## config.mk

```make
export PLATFORM = sky130hd
export DESIGN_NAME = mts_ram
export DESIGN_NICKNAME = d
export VERILOG_FILES = /design/src/sv/mts_pkg.sv /design/src/sv/mts_ram.sv
export SDC_FILE = /design/constraint.sdc
export NUM_CORES = 2
export LEC_CHECK = 0
export BUFFER_PORTS_ARGS = -buffer_cell sky130_fd_sc_hd__buf_2
export CAP_MARGIN = 30
export CORE_UTILIZATION = 40
export DETAILED_ROUTE_END_ITERATION = 8
export GPL_TIMING_DRIVEN = 0
export PLACE_DENSITY = 0.66
export SYNTH_ARGS = -nofsm -noshare
export SYNTH_HDL_FRONTEND = slang
export SYNTH_SLANG_ARGS = --single-unit
```

## constraint.sdc

```tcl
create_clock -name clk -period 8 [get_ports clk]
set_input_delay 1.6 -clock clk [delete_from_list [all_inputs] [get_ports clk]]
set_output_delay 1.6 -clock clk [all_outputs]
set_load 0.005 [all_outputs]
```

## src/sv/mts_pkg.sv

```systemverilog
// Shared types and constants for the max-tracking stack.
package mts_pkg;

    localparam int MTS_DEPTH = 128;
    localparam int MTS_DATA_W = 32;
    localparam int MTS_COUNT_W = 8;

    // Maximum reported by an empty store.
    localparam logic signed [MTS_DATA_W-1:0] MTS_MAX_FLOOR = -32'sd2147483647;

    localparam logic MTS_OP_PUSH = 1'b0;
    localparam logic MTS_OP_POP  = 1'b1;

    typedef enum logic [1:0] {
        ST_OK         = 2'd0,
        ST_PUSH_FULL  = 2'd1,
        ST_POP_EMPTY  = 2'd2
    } mts_status_t;

    typedef struct packed {
        logic                         operation;
        logic signed [MTS_DATA_W-1:0] value;
    } mts_req_t;

    typedef struct packed {
        logic signed [MTS_DATA_W-1:0] read_value;
        logic signed [MTS_DATA_W-1:0] max_value;
        logic [MTS_COUNT_W-1:0]       entry_count;
        mts_status_t                  status;
    } mts_rsp_t;

endpackage

```

## src/sv/mts_ram.sv

```systemverilog
// Generic single-port-write, single-port-read RAM with a registered read.
module mts_ram
    import mts_pkg::*;
#(
    parameter int WIDTH = MTS_DATA_W,
    parameter int DEPTH = MTS_DEPTH
)
(
    input  logic                     clk,
    input  logic                     wr_en,
    input  logic [$clog2(DEPTH)-1:0] wr_addr,
    input  logic [WIDTH-1:0]         wr_data,
    input  logic                     rd_en,
    input  logic [$clog2(DEPTH)-1:0] rd_addr,
    output logic [WIDTH-1:0]         rd_data
);

    logic [WIDTH-1:0] mem [DEPTH];

    always_ff @(posedge clk)
    begin
        if (wr_en)
        begin
            mem[wr_addr] <= wr_data;
        end
        if (rd_en)
        begin
            rd_data <= mem[rd_addr];
        end
    end

endmodule

```

Yosys cells after proc, flatten, opt, wreduce, memory -nomap -nowiden. Memory sizes are Yosys's and may differ from the RTL's. A register that Yosys moved wholly into a read port is not among the register bits. Index checks and enable logic that the tools add are counted.

Mux-type cells: 2.

Operators with widths (number): 1-bit 2-to-1 mux (2).

Logic and storage cells: 3. RAM bits: 4096. Input port bits: 49. Output and inout port bits: 32. Flip-flop bits (word level): 0. Memories kept: 1.

Memory list: mem (depth 128, bits a word 32, read ports 1, clocked after memory_dff 1, wr ports 1, RTL line mts_ram.sv:18) `logic [WIDTH-1:0] mem [DEPTH];`.

Depth between registers and ports, before layout.
Depth in word-level cells: 2. Depth in mapped cells: 8. Gate-level depth less buffers: 4.

Least setup slack after synthesis. OpenSTA, ideal clock, no wires.

Path type: input to register. Start point: input wr_en. End point: memory mem[98][0] (netlist bit) (enable). Arrival: 4.378 ns. Setup time: 0.461 ns. Buffers on the path: 1. Stages on the path: 3. Slack: 3.161 ns. Required time: 7.539 ns. Path through: clkbuf_1 nand4_1 nor3_1.

Word-level cells in the longest chain between the ends: 2.

Ends and longest elaborated chain: start: declaration (RTL line mts_ram.sv:10) `input logic wr_en,`; 1-bit 2-to-1 mux (RTL line mts_ram.sv:22) `if (wr_en)`; 1-bit 2-to-1 mux (not written as such) (RTL line mts_ram.sv:24) `mem[wr_addr] <= wr_data;`; end: declaration (RTL line mts_ram.sv:18).

No other way between the ends.

==> qor.txt <==
grt total ovfl = 0
Fin. Hold Viols = 0
Worst Hold Class = in2reg
placed instance area = 169000 um2
full die area = 394000 um2
RSZ-0062 raised after global routing = no
IO buf count = 69
Num CTS Buffers = 398
Required @ worst endpoint = 8.63 ns
top post-synthesis cells by count = edfxtp_1 (4128), mux4_2 (1344), clkbuf_1 (182), nor2_1 (122), buf_2 (79)
Core Box Area = 389000 um2
Post-Synth Simple-Gate Area = 0.00445
first-pass GRT wire length = 555000 um
largest net degree at the start of global routing = 103
type of origin of the critical path = input pin
# DRC = 9
drt first pass iters = 8
Clock Tree Buf Depth = 4
CP arrival = 6.13 ns
pwr dens = 247 nW/um2
WHS Path Cells = 1
Fillers = 30700
Syn. warnings = 0
drt total wl = 400000 um
worst-margin pin slew = 1.15 ns
global placement routability congestion = 0.907
number of synthesized flops with an enable pin = 4128
# setup viols final = 0
run status = complete, but fails checks
die width = 628 um
Post CTS Setup Buffer Count = 0
Netlist Area Pre-Place = 157000 um2
Max Slew Vio Count = 0
Setup Crit Path Kind = in2reg
clock sinks = 4128
Clock Skews = 0.0345 ns
failing checks = DRC
CP Capture Type = register
CTS resizes = 0
largest family of logic cells by synthesized area = multiplexers
initial antenna violation count = 76
asr flop ratio synth = 0
worst r2r dst = rd_data[13]$_DFFE_PP_
CTS tree = built
most common cell in the netlist = edfxtp_1
Max Cap Violations = 0
adder-cell share of the synthesized area = 0
WL/cell = 32.5 um
Final Cycle Share = 0.688
peak supply drop = 0.177 mV
Via density = 5.78
Die H = 628 um
DR iter-0 viols = 10100
fraction of layout cells with a size suffix above 1 = 0.351
H-tree Lvls = 5
Synth top area share = 0.792
Hold EP = mem[3][31]$_DFFE_PP_
num rows = 229
Top FF cell, synth = edfxtp_1
post-synthesis mux area share = 0.196
# IOs = 81
Detail Placement HPWL = 274000 um
Routed Antenna Nets = 0
Post-CTS Hold Buffers = 0
Max transition margin = 0.234
worst r2r src = mem[85][13]$_DFFE_PP_
flop2flop setup slack = 5.05 ns
post-route cell area = 182000 um2
Cells after Synth = 5990
XOR/XNOR Fraction of Synth Area = 0
register clock-pin slew on the reported worst setup and hold paths = 0.06 ns
Pleak = 55.2 nW
cell taking the most area after synthesis = edfxtp_1
via count = 71300
Root Driver = clkbuf_16
syn nets = 6039
Peak Freq = 182 MHz
FF-to-FF path depth = 4
Starting Density = 0.402
vias in the first global route = 71200
synth unique cells = 16
Yosys reg bits = 4128
Seq/Total Area, Yosys = 0.792
Avg Cell Area, Syn = 26.1 um2
fin crit period = 5.50 ns
Overall Global Routing Usage = 0.201
Max Fanout on Critical Path = 10
Synth Area in Compound Gates = 0
Net count, final = 6741
Tot Pwr = 0.0449 W
top cells by area, synth = edfxtp_1 (79%), mux4_2 (19%), clkbuf_1 (0.44%)
Area Overhead vs Synth = 16.3%
hold_sp = wr_data[31]
Hold WS = 1.11 ns
clk_lat worst skew = 0.92 ns
==> cell type report <==
cell class                      instances  area, um2  area share
Clock buffer                          492      10400      0.0573
Antenna cell                          123        308     0.00169
Tap cell                             5197       6500      0.0357
Timing Repair Buffer                  302       5060      0.0278
Clock inverter                        231       2280      0.0125
Buffer                                316       1340     0.00738
Sequential cell                      4128     124000       0.681
Multi-Input combinational cell       1546      32300       0.177
==> where the power goes <==
part,internal (W),leakage (nW),switching [W]
combinational,0.000934,11.9,0.00157
sequential,0.0239,37.1,0.0000242
clock,0.0106,6.19,0.00786
total,0.0355,55.2,0.00946
==> layer usage <==
layer | vias up | global-route usage | wire length (um)
met5 | - | 0 | 273
met4 | 14 | 0.0813 | 16600
met3 | 590 | 0.0492 | 41000
met2 | 3732 | 0.318 | 192000
met1 | 39000 | 0.270 | 151000
li1 | 28000 | - | -
==> critical path, stage by stage <==
cell and delay (ns):
clkbuf_1 0.37, buf_2 0.54, clkbuf_2 0.76, clkbuf_1 0.63, mux4_2 0.43, mux4_2 0.60, mux4_2 0.76, mux2_2 0.41
==> layout by cell type (no fill, tap or decap), types with 2 or more instances in the layout <==
| master | count |
|---|---|
| buf_1 | 49 |
| buf_12 | 92 |
| buf_16 | 65 |
| buf_2 | 117 |
| buf_4 | 37 |
| buf_6 | 35 |
| buf_8 | 41 |
| bufinv_16 | 43 |
| clkbuf_1 | 245 |
| clkbuf_16 | 404 |
| clkbuf_2 | 25 |
| clkinv_1 | 86 |
| clkinv_2 | 69 |
| clkinv_4 | 4 |
| clkinv_8 | 2 |
| clkinvlp_4 | 16 |
| diode_2 | 123 |
| edfxtp_1 | 4128 |
| inv_6 | 9 |
| mux2_2 | 32 |
| mux4_2 | 1344 |
| nand2_1 | 14 |
| nand2b_1 | 2 |
| nand3_1 | 12 |
| nand4_1 | 3 |
| nor2_1 | 3 |
| nor2_4 | 119 |
| nor2b_1 | 7 |
| nor3_2 | 9 |
==> stage by stage <==
step,TNS [ns],setup slack (ns),util,cells
5_1_grt,0,2.50,0.468,12300
4_1_cts,0,2.54,0.467,12200
3_5_place_dp,0,1.61,0.434,11500
2_1_floorplan,0,3.16,-,5990
6_report,0,2.50,0.468,12300
3_3_place_gp,-28.60,-0.357,0.420,11300
==> registers in the layout, indices dropped and copies added (netlist names) <==
signal and flops:
mem 4096, rd_data 32
==> how the worst max path moves through the flow <==
stage                from                     end  slack (ns)
2_1_floorplan       wr_en    mem[98][0]$_DFFE_PP_        3.16
3_3_place_gp   wr_addr[3]  mem[100][15]$_DFFE_PP_       -0.36
3_5_place_dp   rd_addr[2]   rd_data[12]$_DFFE_PP_        1.61
4_1_cts        rd_addr[2]   rd_data[12]$_DFFE_PP_        2.54
5_1_grt        rd_addr[2]   rd_data[12]$_DFFE_PP_        2.50
6_report       rd_addr[2]   rd_data[13]$_DFFE_PP_        2.50
==> kinds of logic (layout without fill, tap and decap cells) <==
kind of cell           Yosys count  in the layout
buffers and inverters          316           1341
AND/OR/NAND/NOR                170            170
flip-flops                    4128           4128
multiplexers                  1376           1376
other                            0            123
(Power assumes the default switching activity.)
